--- config.mk ---
export PLATFORM = sky130hd
export DESIGN_NAME = wsg_apb
export DESIGN_NICKNAME = d
export VERILOG_FILES = /design/src/rtl/wavetable_sound_generator_assert.svh /design/src/rtl/wsg_pkg.sv /design/src/rtl/wsg_apb.sv
export SDC_FILE = /design/constraint.sdc
export NUM_CORES = 1
export LEC_CHECK = 0
export ABC_AREA = 1
export BUFFER_PORTS_ARGS = -buffer_cell sky130_fd_sc_hd__buf_2
export CORE_MARGIN = 3
export CORE_UTILIZATION = 25
export DETAILED_ROUTE_END_ITERATION = 16
export GPL_TIMING_DRIVEN = 0
export PLACE_DENSITY_LB_ADDON = 0.12
export SYNTH_ARGS = -nofsm -noshare
export SYNTH_HDL_FRONTEND = slang
export SYNTH_SLANG_ARGS = --single-unit
export TNS_END_PERCENT = 10
--- constraint.sdc ---
create_clock -name clk -period 0.9 [get_ports clk]
set_input_delay 0.045 -clock clk [delete_from_list [all_inputs] [get_ports clk]]
set_output_delay 0.045 -clock clk [all_outputs]
set_load 0.01 [all_outputs]
--- src/rtl/wavetable_sound_generator_assert.svh ---
// assertion macros for the wavetable sound generator
// expects signals named clk and rst_n in the including scope
`ifndef WAVETABLE_SOUND_GENERATOR_ASSERT_SVH
`define WAVETABLE_SOUND_GENERATOR_ASSERT_SVH

// same-cycle implication, quiet during reset
`define WSG_ASSERT_NOW(label, ante, cons, msg) \
    label: assert property (@(posedge clk) disable iff (!rst_n) (ante) |-> (cons)) \
        else $error(msg);

// next-cycle implication, quiet during reset
`define WSG_ASSERT_NEXT(label, ante, cons, msg) \
    label: assert property (@(posedge clk) disable iff (!rst_n) (ante) |=> (cons)) \
        else $error(msg);

`endif

--- src/rtl/wsg_pkg.sv ---
// shared constants, codes and types of the wavetable sound generator
// no dependencies
package wsg_pkg;

    // block sizes
    localparam int BLOCK_SAMPLES = 64;
    localparam int BOOM_DEPTH    = 4096;
    localparam int BLOCK_W       = (BLOCK_SAMPLES > 1) ? $clog2(BLOCK_SAMPLES) : 1;
    localparam int BOOM_AW       = $clog2(BOOM_DEPTH);

    // configuration port
    localparam int PADDR_W = 3;
    localparam int PDATA_W = 32;
    localparam int GAIN_W  = 7;
    localparam logic [GAIN_W-1:0] GAIN_RESET = 7'd32;
    localparam logic REG_GAIN = 1'b0;

    // datapath widths
    localparam int SAMPLE_W = 8;
    localparam int PCM_W    = 16;
    localparam int ACC_W    = 27;
    localparam int PHASE_W  = 18;
    localparam int VOICES   = 3;

    // sound register map
    localparam int STEP_LOW_REG  = 'h10;
    localparam int STEP_REG_BASE = 'h11;
    localparam int VOL_REG_BASE  = 'h15;
    localparam int SEL_REG_BASE  = 'h05;
    localparam int VOICE_STRIDE  = 5;

    // host actions
    typedef enum logic [2:0] {
        ACT_REG_WR  = 3'd0,
        ACT_WAVE_WR = 3'd1,
        ACT_BOOM_WR = 3'd2,
        ACT_BOOM_GO = 3'd3,
        ACT_TICK    = 3'd4
    } action_t;

    // one operation of the shared multiply-accumulate unit
    typedef struct packed {
        logic                       en;
        logic                       clear;
        logic                       scale;
        logic signed [SAMPLE_W-1:0] sample;
        logic [7:0]                 coef;
    } mac_op_t;

endpackage

--- src/rtl/wsg_apb.sv ---
// configuration port: holds the output gain register
// depends on wsg_pkg
module wsg_apb
(
    input  logic                                 clk,
    input  logic                                 rst_n,
    input  logic                                 psel,
    input  logic                                 penable,
    input  logic                                 pwrite,
    input  logic [wsg_pkg::PADDR_W-1:0]          paddr,
    input  logic [wsg_pkg::PDATA_W-1:0]          pwdata,
    output logic [wsg_pkg::PDATA_W-1:0]          prdata,
    output logic                                 pready,
    output logic [wsg_pkg::GAIN_W-1:0]           gain
);

    logic [wsg_pkg::GAIN_W-1:0] gain_reg;
    logic [wsg_pkg::GAIN_W-1:0] gain_next;
    logic                       reg_sel;

    // word decode, one register
    assign reg_sel = (paddr[wsg_pkg::PADDR_W-1] == wsg_pkg::REG_GAIN);
    assign pready  = 1'b1;

    always_comb
    begin
        gain_next = gain_reg;
        if (psel && penable && pwrite && reg_sel)
        begin
            gain_next = pwdata[wsg_pkg::GAIN_W-1:0];
        end
    end

    always_ff @(posedge clk or negedge rst_n)
    begin
        if (!rst_n)
        begin
            gain_reg <= wsg_pkg::GAIN_RESET;
        end
        else
        begin
            gain_reg <= gain_next;
        end
    end

    // read back
    assign prdata = reg_sel ? wsg_pkg::PDATA_W'(gain_reg) : '0;
    assign gain   = gain_reg;

endmodule

# After elaboration in Yosys (flattened, before gate mapping)
# Index checks and enable logic that the tools add are counted.
# W data, S select, Z words.
[word_totals] wordCells=6 reg_bits=7
[classes] mux=1 bitwise=1 n_reduce_logical=3
[op_table] op="$mux W7" count=1
[op_table] op="$logic_and A1 B1 Y1" count=3
[op_table] op="$not A1 Y1" count=1

# Depth between registers and ports, before layout
[logic_depth] word_depth=3 mapped_depth=5 depth_no_buf=5

# Worst setup path before layout
# OpenSTA, ideal clock, no wires.
[synth_timing] kind="flip-flop to output port" startpoint="register gain_reg (netlist bit gain[5])" endpoint="output prdata[5] (netlist bit)" arrival_ps=743 setup_slack_ps=112 path_buffers=0 stages_incl_launch_ff=3 path_cell_list="dfstp_2 inv_1 nor2_1"
[synth_between] elab_chain_cells=1
[synth_lines] item="from (decl)" line="wsg_apb.sv:17" rtl="logic [wsg_pkg::GAIN_W-1:0] gain_reg;"
[synth_lines] item="from (signal assigned)" line="wsg_apb.sv:38" rtl="gain_reg <= wsg_pkg::GAIN_RESET;"
[synth_lines] item="from (signal assigned)" line="wsg_apb.sv:42" rtl="gain_reg <= gain_next;"
[synth_lines] item="$mux W7" line="wsg_apb.sv:47" rtl="assign prdata = reg_sel ? wsg_pkg::PDATA_W'(gain_reg) : '0;"
[synth_lines] item="to (decl)" line="wsg_apb.sv:12" rtl="output logic [wsg_pkg::PDATA_W-1:0] prdata,"
# No other way between the ends.

# Worst setup path after layout
# Ends and elaborated chain as after synthesis.

==> qor.txt <==
Final hold violations: 0
Hold path startpoint: pwdata[5]
Clock Power Share: 25.3%
Finished Core Util: 41.6%
PortBufs: 25
Clk Latency, worst-skew pair: 0.25 ns
Switching share of power: 34.7%
Failing checks: setup timing
Power Density: 1340 mW/mm^2
Clk buf depth: 2
Worst hold path class: in2reg
Core box area: 0.00206 sq mm
Vias: 507
Syn_area_per_cell: 7.54 sq um
Number of antenna violations at the first check in global routing: 0
Reg2Reg Setup Slack: 0.19 ns
Worst R2R Start: gain[5]
Critical path endpoint category: output pin
Logic pwr share: 37.7%
Routability congestion estimate from global placement: 0.609
Max Cap Violations: 0
Detailed Routing Iterations Pass 1: 3
Layout fillers: 222
# DRC: 0
Worst vdd ir: 541 uV
Vias in the first global route: 408
Tot GR Track Use: 8.46%
Crit Path Max Fanout: 3
Total CTS buffers: 3
Clock period minus worst slack: 1.08 ns
Nets: 171
Final WS setup: -0.184 ns
Largest net degree at the start of global routing: 9
Synth Warn #: 0
Crit path launch type: flop
Max reg flops: 7
Design area: 858 sq um
Cells after DPL: 152
Req. time, crit path: 0.85 ns
Global-route wire length before repair: 1770 microns
Clk pin slew, worst setup/hold paths: 0.06 ns
Worst Hold End: gain[5]
Chip width: 53.9 microns
Clk_skew: 0 ns
Reg2reg path depth: 2
Data arrival, critical path: 1.04 ns
Post-Layout Cell Count: 157
Slew Viols, Final: 0
Leakage power: 0.580 nW
Crit path kind: reg2out
Vias per inst: 3.23
Share of total power in sequential cells: 37.0%
Antenna viol nets, final: 0
WL per Instance: 8.22 microns
Detailed placement HPWL: 1080 microns
Status: finished, violations left
Layout cells sized above 1: 45.4%
Power Internal: 753 uW
# rows: 16
FF+latch count, synth: 7
Post-Syn Instances: 76
Final setup viols: 6
Die area: 0.00290 sq mm
N_diodes: 0
Post-synthesis cell area: 573 sq um
GRT overflow: 0
FMAX: 922 MHz
CTS tree: done
Unrepaired setup endpoints after global routing: true
Htree depth: 1
Initial DRC count: 12
Fin crit share: 120%
Post-synthesis sequential area ratio: 30.8%
I/O Pins: 80
Initial core utilization: 27.8%
Root Buffer: clkbuf_4
Crit Reg-Reg Endpoint: gain[5]
Chip Height: 53.9 microns
Worst hold path cell count: 3
DP Area: 822 sq um
Layout area overhead: 49.8%
Detailed Route WL: 1290 microns
Clock sinks: 7
Net load switching power: 400 uW
Count of cell types in the netlist: 12
area by class of cell:
class | count | area [sq um] | share of cell area (%)
Clock buffer | 4 | 26.3 | 3.06
Buffer | 27 | 206 | 24.1
Timing Repair Buffer | 26 | 135 | 15.7
Inverter | 9 | 33.8 | 3.94
Tap cell | 27 | 33.8 | 3.94
Multi-Input combinational cell | 57 | 246 | 28.7
Sequential cell | 7 | 176 | 20.6
what timing repair did:
item,in CTS,in global routing
setup buffers,0,0
endpoints found under the setup margin,8,8
cloned,0,0
hold endpoints to repair,7,0
resized for setup,0,0
hold buffers,1,0
Yosys cell counts:
cell type	number	area (sq um)
dfstp_2	1	26.3
nand2_1	15	56.3
conb_1	2	7.51
nand3_1	7	35.0
buf_6	1	11.3
nand2_4	1	11.3
inv_1	8	30.0
inv_2	1	3.75
nor2_1	7	26.3
buf_4	26	195
dfrtp_1	6	150
nor2_8	1	20.0
cell usage in the layout (no fill, tap or decap), drive strengths merged:
master	n
conb	26
buf	52
nor2	8
dfrtp	6
clkbuf	4
nand2	16
inv	9
dfstp	1
dlygate4sd3	1
nand3	7
critical path: stages, from the launching register on:
cell,delay (ns)
dfstp_2,0.55
inv_1,0.04
nor2_1,0.07
buf_2,0.13
metal layers:
layer	track usage [%]	vias up	share of wire [%]
li1	-	280	-
met1	11.4	194	39
met2	12.9	31	47
met3	1.66	2	13
met4	3.83	0	0.93
met5	0	-	0
worst max-delay path by stage:
stage,from,endpoint,slack [ns],cells past startpoint
after floorplan,gain[5],prdata[5],0.11,2
after global routing,gain[5],prdata[5],-0.24,3
after global placement,gain[5],prdata[5],0.10,3
after CTS,gain[5],prdata[5],-0.20,3
final,gain[5],prdata[5],-0.18,3
after detailed placement,gain[5],prdata[5],0.08,3
power groups by stage:
| stage | clock network (mW) | logic, mW | registers, mW |
|---|---|---|---|
| after floorplan | 0 | 0.260 | 0.455 |
| after global placement | 0 | 0.427 | 0.429 |
| after detailed placement | 0 | 0.434 | 0.432 |
| after CTS | 0.300 | 0.438 | 0.428 |
| after global routing | 0.317 | 0.489 | 0.435 |
| final | 0.292 | 0.435 | 0.426 |
cells by family after synthesis:
family / after synthesis / synth area share, %
and+or+nand+nor: 31 / 26.0
buffers and inverters: 36 / 41.9
other: 2 / 1.31
DFF: 7 / 30.8
through the flow:
| stage | worst slack [ns] | setup TNS (ns) | total power [mW] | hold WS (ns) |
|---|---|---|---|---|
| after floorplan | 0.112 | 0 | 0.715 | -0.251 |
| after global placement | 0.103 | 0 | 0.856 | -0.111 |
| after detailed placement | 0.0822 | 0 | 0.866 | -0.109 |
| after CTS | -0.195 | -0.398 | 1.17 | 0.0169 |
| after global routing | -0.237 | -0.815 | 1.24 | 0.0211 |
| final | -0.184 | -0.323 | 1.15 | 0.0170 |
No activity file was read; power rests on OpenSTA's default activity.
