## config.mk

```make
export PLATFORM = sky130hd
export DESIGN_NAME = wsg_mac
export DESIGN_NICKNAME = d
export VERILOG_FILES = /design/src/rtl/wavetable_sound_generator_assert.svh /design/src/rtl/wsg_pkg.sv /design/src/rtl/wsg_mac.sv
export SDC_FILE = /design/constraint.sdc
export NUM_CORES = 1
export LEC_CHECK = 0
export BUFFER_PORTS_ARGS = -buffer_cell sky130_fd_sc_hd__buf_2
export CAP_MARGIN = 20
export CORE_ASPECT_RATIO = 1.4
export CORE_MARGIN = 4
export CORE_UTILIZATION = 50
export CTS_BUF_LIST = sky130_fd_sc_hd__clkbuf_4 sky130_fd_sc_hd__clkbuf_8
export CTS_CLUSTER_DIAMETER = 200
export DETAILED_ROUTE_END_ITERATION = 6
export GPL_ROUTABILITY_DRIVEN = 0
export MAX_ROUTING_LAYER = met4
export PLACE_DENSITY_LB_ADDON = 0.08
export SLEW_MARGIN = 25
export SYNTH_ARGS = -nofsm -noshare
export SYNTH_HDL_FRONTEND = slang
export SYNTH_SLANG_ARGS = --single-unit
```

## constraint.sdc

```tcl
create_clock -name clk -period 15.4 [get_ports clk]
set_input_delay 2.31 -clock clk [delete_from_list [all_inputs] [get_ports clk]]
set_output_delay 2.31 -clock clk [all_outputs]
set_load 0.05 [all_outputs]
```

## src/rtl/wavetable_sound_generator_assert.svh

```systemverilog
// assertion macros for the wavetable sound generator
// expects signals named clk and rst_n in the including scope
`ifndef WAVETABLE_SOUND_GENERATOR_ASSERT_SVH
`define WAVETABLE_SOUND_GENERATOR_ASSERT_SVH

// same-cycle implication, quiet during reset
`define WSG_ASSERT_NOW(label, ante, cons, msg) \
    label: assert property (@(posedge clk) disable iff (!rst_n) (ante) |-> (cons)) \
        else $error(msg);

// next-cycle implication, quiet during reset
`define WSG_ASSERT_NEXT(label, ante, cons, msg) \
    label: assert property (@(posedge clk) disable iff (!rst_n) (ante) |=> (cons)) \
        else $error(msg);

`endif

```

## src/rtl/wsg_pkg.sv

```systemverilog
// shared constants, codes and types of the wavetable sound generator
// no dependencies
package wsg_pkg;

    // block sizes
    localparam int BLOCK_SAMPLES = 64;
    localparam int BOOM_DEPTH    = 4096;
    localparam int BLOCK_W       = (BLOCK_SAMPLES > 1) ? $clog2(BLOCK_SAMPLES) : 1;
    localparam int BOOM_AW       = $clog2(BOOM_DEPTH);

    // configuration port
    localparam int PADDR_W = 3;
    localparam int PDATA_W = 32;
    localparam int GAIN_W  = 7;
    localparam logic [GAIN_W-1:0] GAIN_RESET = 7'd32;
    localparam logic REG_GAIN = 1'b0;

    // datapath widths
    localparam int SAMPLE_W = 8;
    localparam int PCM_W    = 16;
    localparam int ACC_W    = 27;
    localparam int PHASE_W  = 18;
    localparam int VOICES   = 3;

    // sound register map
    localparam int STEP_LOW_REG  = 'h10;
    localparam int STEP_REG_BASE = 'h11;
    localparam int VOL_REG_BASE  = 'h15;
    localparam int SEL_REG_BASE  = 'h05;
    localparam int VOICE_STRIDE  = 5;

    // host actions
    typedef enum logic [2:0] {
        ACT_REG_WR  = 3'd0,
        ACT_WAVE_WR = 3'd1,
        ACT_BOOM_WR = 3'd2,
        ACT_BOOM_GO = 3'd3,
        ACT_TICK    = 3'd4
    } action_t;

    // one operation of the shared multiply-accumulate unit
    typedef struct packed {
        logic                       en;
        logic                       clear;
        logic                       scale;
        logic signed [SAMPLE_W-1:0] sample;
        logic [7:0]                 coef;
    } mac_op_t;

endpackage

```

## src/rtl/wsg_mac.sv

```systemverilog
// shared multiply-accumulate unit with 16-bit saturation of the result
// depends on wsg_pkg
module wsg_mac
(
    input  logic                             clk,
    input  wsg_pkg::mac_op_t                 op,
    output logic signed [wsg_pkg::PCM_W-1:0] sat_sample
);

    localparam int PROD_W = wsg_pkg::ACC_W + 9;

    logic signed [wsg_pkg::ACC_W-1:0] acc_reg;
    logic signed [wsg_pkg::ACC_W-1:0] acc_next;
    logic signed [wsg_pkg::ACC_W-1:0] mul_a;
    logic signed [wsg_pkg::ACC_W-1:0] acc_base;
    logic signed [8:0]                mul_b;
    logic signed [PROD_W-1:0]         prod;

    // operand select: sample for mixing, accumulator for gain scaling
    always_comb
    begin
        mul_a = op.scale ? acc_reg
                         : {{(wsg_pkg::ACC_W-wsg_pkg::SAMPLE_W){op.sample[wsg_pkg::SAMPLE_W-1]}},
                            op.sample};
        mul_b    = $signed({1'b0, op.coef});
        prod     = PROD_W'(mul_a) * PROD_W'(mul_b);
        acc_base = op.clear ? '0 : acc_reg;
        acc_next = acc_base + $signed(prod[wsg_pkg::ACC_W-1:0]);
    end

    always_ff @(posedge clk)
    begin
        if (op.en)
        begin
            acc_reg <= acc_next;
        end
    end

    // clamp to signed 16 bits
    always_comb
    begin
        if (acc_reg > $signed(wsg_pkg::ACC_W'(32767)))
        begin
            sat_sample = 16'sh7fff;
        end
        else if (acc_reg < $signed(-wsg_pkg::ACC_W'(32768)))
        begin
            sat_sample = 16'sh8000;
        end
        else
        begin
            sat_sample = acc_reg[wsg_pkg::PCM_W-1:0];
        end
    end

endmodule

```

Yosys cells after proc, flatten, opt, wreduce, memory -nomap -nowiden --
Cells that the tools add are included.
Operators by class: $mul 1, $lt $le $gt $ge 2, multiplexer cells 4, add/sub/neg operators 1
Operators by type and width (number):
- 27-bit two-way mux | 2
- 16-bit two-way mux | 2
- 27-bit adder | 1
- 27-bit by 16-bit > comparator with 1-bit output (second input constant) | 1
- 27-bit by 16-bit less-than comparator with 1-bit output (second input constant) | 1
- 27-bit by 9-bit multiplier with 27-bit output | 1
Storage, ports and cells: output and inout bits 16, logic and storage cells 9, input port bits 20, flip-flop bits (word level) 27

Logic depth before layout (Yosys ltp) --
Gate-level depths: netlist of run 1.
depth in word-level cells 3, mapped depth 23, gate-level depth less buffers 21

Worst setup path before layout of run 1 --
OpenSTA, ideal clock, no wires.
kind input to register, start point input op[16] (netlist bit), end point register acc_reg[25] (netlist bit), data pin, buffers on the path 2, stages 19, setup slack 7.152 ns, required time 15.135 ns, setup time 0.265 ns, data arrival time 7.983 ns, cells stage by stage buf_1 -> buf_1 -> mux2_2 -> and2_1 -> fa_1 -> fa_1 -> fa_1 -> fa_1 -> inv_1 -> fa_1 -> inv_1 -> ha_1 -> a21o_1 -> a21o_1 -> a2111oi_4 -> o21a_1 -> o311a_1 -> nor4b_1 -> or3_1
On the way: word-level cells in the longest chain between the ends 3
Ends and longest elaborated chain:
- from (decl) | RTL line wsg_mac.sv:6 | input wsg_pkg::mac_op_t op,
- 27-bit two-way mux | RTL line wsg_mac.sv:22 | mul_a = op.scale ? acc_reg
- 27-bit by 9-bit multiplier with 27-bit output | RTL line wsg_mac.sv:26 | prod = PROD_W'(mul_a) * PROD_W'(mul_b);
- 27-bit adder | RTL line wsg_mac.sv:28 | acc_next = acc_base + $signed(prod[wsg_pkg::ACC_W-1:0]);
- named net acc_next (one bit) | RTL line wsg_mac.sv:13 | logic signed [wsg_pkg::ACC_W-1:0] acc_next;
- to (signal assigned) | RTL line wsg_mac.sv:35 | acc_reg <= acc_next;
- to (decl) | RTL line wsg_mac.sv:12 | logic signed [wsg_pkg::ACC_W-1:0] acc_reg;
The timed path passes the listed nets, and every way through them passes these cells. A chain may end at the register's enable or synchronous reset.

Worst setup path in the final report of run 1 --
Same ends and word-level chain as after synthesis.

==> flow_summary.json, run 1 <==
{
  "status": "completed",
  "cp_common_cell": "fa_1",
  "hold_class": "register to register",
  "hpwl_um": 15400,
  "floorplan.die_area_um2": 17700,
  "async_flop_share": 0,
  "post_cts_buffers": 0,
  "antenna_found_initial": 0,
  "r2r-end": "acc_reg[23]",
  "worstRegToRegCells": 19,
  "route.detailed.wl_per_inst_um": 18.0,
  "coreArea_um2": 15200,
  "synth.top_cell.area_share": 0.379,
  "cp-start-kind": "input port",
  "routed_wl_um": 18900,
  "die_w_um": 114,
  "initial_core_util": 0.514,
  "drcViolationCount": 0,
  "synth_cell_types": 49,
  "fin_crit_sh": 0.563,
  "fillers": 1427,
  "synth_nets": 1078,
  "max_freq_mhz": 115,
  "postCtsHoldBufs": 0,
  "grt_max_degree": 33,
  "cts_root_buf": "clkbuf_8",
  "overflow": 0,
  "synthTopCellsByArea": "fa_1 (38%), edfxtp_1 (10%), ha_1 (9.6%), inv_1 (7.4%), and2_1 (7.2%)",
  "yosysSeqAreaShare": 0.104,
  "layout_min_cycle_time_ps": 8670,
  "port_buffers": 35,
  "row_count": 53,
  "synth_edf_count": 27,
  "numCtsBuffers": 3,
  "clkTransAtPathRegs_ps": 90,
  "min_path_cells": 2,
  "fin_nets": 1090,
  "num_antenna_cells": 0,
  "clkLatencyLatePin_ps": 280,
  "clockBufferDepth": 2,
  "postSynthCellCount": 850,
  "ys_ff_latch": 27,
  "grt_pass1_vias": 6431,
  "setup_tns_ps": 0,
  "largest_reg_flops": 27,
  "finalHoldViolations": 0,
  "timing.rr.start": "acc_reg[2]",
  "end_kind": "register",
  "crit_fanout": 32,
  "yosysWarnings": 0,
  "antenna_left": 0,
  "regToRegSetupSlack_ps": 9240,
  "area_growth_pct": 4.85,
  "grt_pass1_wl_um": 33400,
  "tightest_slew_ps": 847,
  "track_usage": 0.244,
  "worst-setup-path-type": "input port to register",
  "avgSynthCellArea_um2": 9.19,
  "ys.flop_type": "edfxtp_1",
  "crit_path_max_incr_delay_ps": 600,
  "htree_levels": 1,
  "syn_area_um2": 7810,
  "hold-path-endpoint": "acc_reg[0]",
  "die-height_um": 156,
  "arrival_ps": 8710,
  "cp_slowest_cell": "nand2b_1",
  "cp_cell_sequence": "buf_2, nand2b_1, nand2_1, and2_1, fa_1, fa_1, fa_1, fa_1, inv_1, fa_1, inv_1, ha_1, a21o_1, a21o_1, a2111oi_4, o21a_1, o311a_1, nor4b_1, or3_1",
  "slew_headroom": 0.419,
  "multi_input_area_um2": 6310,
  "cts_tree": "built",
  "finalSetupViolations": 0,
  "synth_top_cell_by_area": "fa_1",
  "vias": 5632,
  "rsz0062_at_grt": "no",
  "seq_area_um2": 811,
  "cp_top_family": "adder cells",
  "critPathRequiredTime_ps": 15440,
  "maxCapViolCount": 0,
  "drt_iter0_drc": 240,
  "dr.pass1.iters": 5,
  "drive_above_1_share": 0.0639,
  "maxSlewViolCount": 0,
  "worst-path-buf-inv": 3,
  "vias_per_cell": 5.35,
  "cts_resized": 0,
  "cts_num_sinks": 27,
  "min-delay-start": "acc_reg[0]",
  "final.setup_skew_ps": 2.03,
  "io_pins": 36
}
[per-stage QoR]
step,setup slack [ps],instance area [um2],hold slack (ps),instances,util
after floorplan,7150,7810,695,850,-
after global placement,6640,8140,728,1049,0.536
final,6730,8190,763,1053,0.539
after CTS,6680,8190,769,1053,0.539
after detailed placement,6400,8140,739,1049,0.536
after global routing,6370,8190,836,1053,0.539
[synth_stat cells (all sizes together), types with 3 or more instances]
master	number
inv	153
fa	148
nand2	118
and2	90
ha	60
clkbuf	29
nor2b	28
edfxtp	27
nand2b	27
xnor2	24
o21a	21
a21oi	19
xor2	16
a21o	13
nor2	9
o21ai	7
nand4	6
nand3	5
mux2	4
o21bai	4
a22oi	3
a31oi	3
buf	3
mux2i	3
nor3	3
nor4	3
[cell usage in the layout, fill, tap and decap left out, types with 2 or more instances in the layout]
cell,Yosys,routed
a21o_1,12,12
a21oi_1,18,18
a221o_1,2,2
a22oi_1,3,3
a31oi_1,3,3
and2_1,90,90
buf_2,0,35
buf_4,0,4
clkbuf_8,0,3
edfxtp_1,27,27
fa_1,148,148
ha_1,60,60
inv_1,153,153
mux2_2,4,4
mux2i_1,3,3
nand2_1,118,118
nand2b_1,27,27
nand3_1,5,5
nand4_1,6,6
nor2_1,9,9
nor2b_1,28,28
nor3_1,3,3
nor4_1,3,3
o21a_1,21,21
o21ai_0,7,7
o21bai_1,4,4
o221ai_1,2,2
xnor2_1,24,24
xor2_1,16,16
[worst max-delay path by stage]
stage	cells past startpoint	to	slack [ps]	startpoint
CTS	19	acc_reg[25]	6680	op[16]
global placement	19	acc_reg[25]	6640	op[16]
detailed placement	19	acc_reg[25]	6400	op[16]
global route	19	acc_reg[25]	6370	op[16]
floorplan	19	acc_reg[25]	7150	op[16]
finish	19	acc_reg[25]	6730	op[16]
[kinds of logic (layout without fill, tap and decap cells)]
family | Yosys count | in the layout | synth area share
and+or+nand+nor | 297 | 297 | 0.197
adders and majority gates | 208 | 208 | 0.475
buffers and inverters | 185 | 196 | 0.0889
AOI/OAI and AO/OA | 86 | 86 | 0.0801
xor gates and xnor gates | 40 | 40 | 0.0448
DFF | 27 | 27 | 0.104
muxes | 7 | 7 | 0.00961
[per-layer routing]
layer | routed length, um | global-route usage | vias to the layer above
li1 | - | - | 2646
met1 | 8810 | 0.339 | 2862
met2 | 9270 | 0.392 | 106
met3 | 642 | 0.0272 | 18
met4 | 212 | 0.0464 | 0
met5 | 0 | - | -
[cell type report]
class / instances / area share
clock buffers: 4 / 0.00596
flip-flops and latches: 27 / 0.0990
multi-input cells: 638 / 0.771
repair buffers: 39 / 0.0251
inverters: 153 / 0.0701
well taps: 192 / 0.0293
[worst min-delay path, stage by stage, from the launching register on]
cell	delay, ps
edfxtp_1	380
nor2b_1	150
ha_1	130
Power of run 1 is left out: the tool's default activity adds up to more than one toggle a clock period on the data nets, which glitch-free logic cannot reach.
==> run 2: changes to the inputs <==
==> constraint.sdc (replaced) <==
create_clock -name clk -period 8.8 [get_ports clk]
set_input_delay 1.32 -clock clk [delete_from_list [all_inputs] [get_ports clk]]
set_output_delay 1.32 -clock clk [all_outputs]
set_load 0.05 [all_outputs]
==> run 2 against run 1 <==
Global-route usage barely moved. Clock skew rose by 4.5 ps. Register-to-register slack got worse by 6500 ps. Worst hold slack improved by 21 ps. Utilization rose by 0.11 points. Cell count barely moved. First-iteration DRC count rose by 29%. Wire length rose by 1.1%. Clock-buffer cell count did not move. Setup slack got worse by 5200 ps. Sequential share of layout area barely moved. Critical endpoint unchanged. Largest cell class unchanged.
==> flow_summary.json, run 2 (synthesized netlist as in run 1, its figures left out) <==
{
  "status": "completed",
  "cp_slowest_cell": "fa_1",
  "cp_common_cell": "fa_1",
  "hold-path-endpoint": "acc_reg[0]",
  "drive_above_1_share": 0.0650,
  "final_cell_mix": "inv_1 (153), fa_1 (148), nand2_1 (118), and2_1 (90), ha_1 (60)",
  "cts_num_sinks": 27,
  "worst-path-buf-inv": 3,
  "place_inst": 1050,
  "dr.pass1.iters": 5,
  "min_path_cells": 2,
  "crit_path_max_incr_delay_ps": 610,
  "arrival_ps": 7310,
  "layoutNonFillerInstCount": 1054,
  "die_w_um": 114,
  "die-height_um": 156,
  "slew_headroom": 0.479,
  "hold_slack_ps": 784,
  "final.setup.worst_slack_ps": 1530,
  "maxSlewViolCount": 0,
  "tightest_slew_ps": 781,
  "vias_per_cell": 5.41,
  "overflow": 0,
  "worstRegToRegCells": 17,
  "port_buffers": 35,
  "final.setup_skew_ps": 6.52,
  "track_usage": 0.244,
  "finalSetupViolations": 0,
  "cts_tree": "built",
  "drcViolationCount": 0,
  "grt_pass1_vias": 6623,
  "post_cts_buffers": 0,
  "fillers": 1429,
  "cp_top_family": "adder cells",
  "cp-start-kind": "input port",
  "clkLatencyLatePin_ps": 290,
  "final_common_cell": "inv_1",
  "row_count": 53,
  "drt_iter0_drc": 310,
  "maxCapViolCount": 0,
  "antenna_left": 0,
  "timing.rr.start": "acc_reg[5]",
  "grt_max_degree": 32,
  "worst-setup-path-type": "input port to register",
  "max_freq_mhz": 137,
  "antenna_found_initial": 0,
  "hpwl_um": 15800,
  "end_kind": "register",
  "fin_crit_sh": 0.827,
  "routed_wl_um": 19100,
  "largest_reg_flops": 27,
  "numCtsBuffers": 3,
  "htree_levels": 1,
  "io_pins": 36,
  "cts_resized": 0,
  "postCtsHoldBufs": 0,
  "fin_nets": 1091,
  "route.detailed.wl_per_inst_um": 18.2,
  "clkTransAtPathRegs_ps": 100,
  "grt_pass1_wl_um": 33500,
  "regToRegSetupSlack_ps": 2730,
  "num_antenna_cells": 0,
  "clockBufferDepth": 2,
  "rsz0062_at_grt": "no",
  "area_growth_pct": 5.06,
  "cp.depth": 19,
  "r2r-end": "acc_reg[25]",
  "hold_class": "register to register",
  "vias": 5705,
  "finalHoldViolations": 0,
  "crit_fanout": 19,
  "critPathRequiredTime_ps": 8840,
  "setup_tns_ps": 0,
  "cts_root_buf": "clkbuf_8",
  "initial_core_util": 0.514,
  "cp_cell_sequence": "buf_2, nand2b_1, nand2_1, and2_1, fa_1, fa_1, fa_1, fa_1, inv_1, fa_1, inv_1, ha_1, a21o_1, a21o_1, a2111oi_4, o21a_1, o311a_1, nor4b_1, or3_1",
  "coreArea_um2": 15200,
  "floorplan.die_area_um2": 17700,
  "min-delay-start": "acc_reg[0]",
  "layout_min_cycle_time_ps": 7270,
  "dp_slack_ps": 1230
}
-- run 2: cell type report --
type / instances / area [um2] / share of cell area
Clock buffer: 4 / 48.8 / 0.00595
Inverter: 153 / 574 / 0.0700
Multi-Input combinational cell: 638 / 6320 / 0.770
Sequential cell: 27 / 811 / 0.0988
Tap cell: 192 / 240 / 0.0293
Timing Repair Buffer: 40 / 213 / 0.0259
-- run 2: per-layer routing --
metal  track usage  wire [um]  share of wire  vias to the layer above
li1              -          -              -                     2648
met1         0.333       8750           0.46                     2879
met2         0.402       9420           0.49                      152
met3        0.0163        672          0.035                       26
met4        0.0544        301          0.016                        0
met5             -          0              0                        -
-- run 2: how the worst max path moves through the flow --
| stage | start | endpoint | slack [ps] |
|---|---|---|---|
| after CTS | op[16] | acc_reg[25] | 1520 |
| final | op[16] | acc_reg[25] | 1530 |
| after global routing | op[16] | acc_reg[25] | 1230 |
| after global placement | op[16] | acc_reg[25] | 1380 |
| after detailed placement | op[16] | acc_reg[25] | 1230 |
| after floorplan | op[16] | acc_reg[25] | 1540 |
-- run 2: per-stage QoR --
step | utilization | area [um2]
2_1_floorplan | - | 7810
3_3_place_gp | 0.537 | 8150
3_5_place_dp | 0.537 | 8160
4_1_cts | 0.540 | 8210
5_1_grt | 0.540 | 8210
6_report | 0.540 | 8210
-- run 2: worst reg2reg max path: stages (launching register included) --
cell	delay (ps)
edfxtp_1	450
mux2_2	380
and2_1	210
fa_1	550
fa_1	440
fa_1	530
fa_1	610
inv_1	80
fa_1	530
inv_1	40
ha_1	390
a21o_1	220
a21o_1	210
a2111oi_4	340
o21a_1	190
o311a_1	210
nor4b_1	60
or3_1	370
Power of run 2 is left out for the same reason.
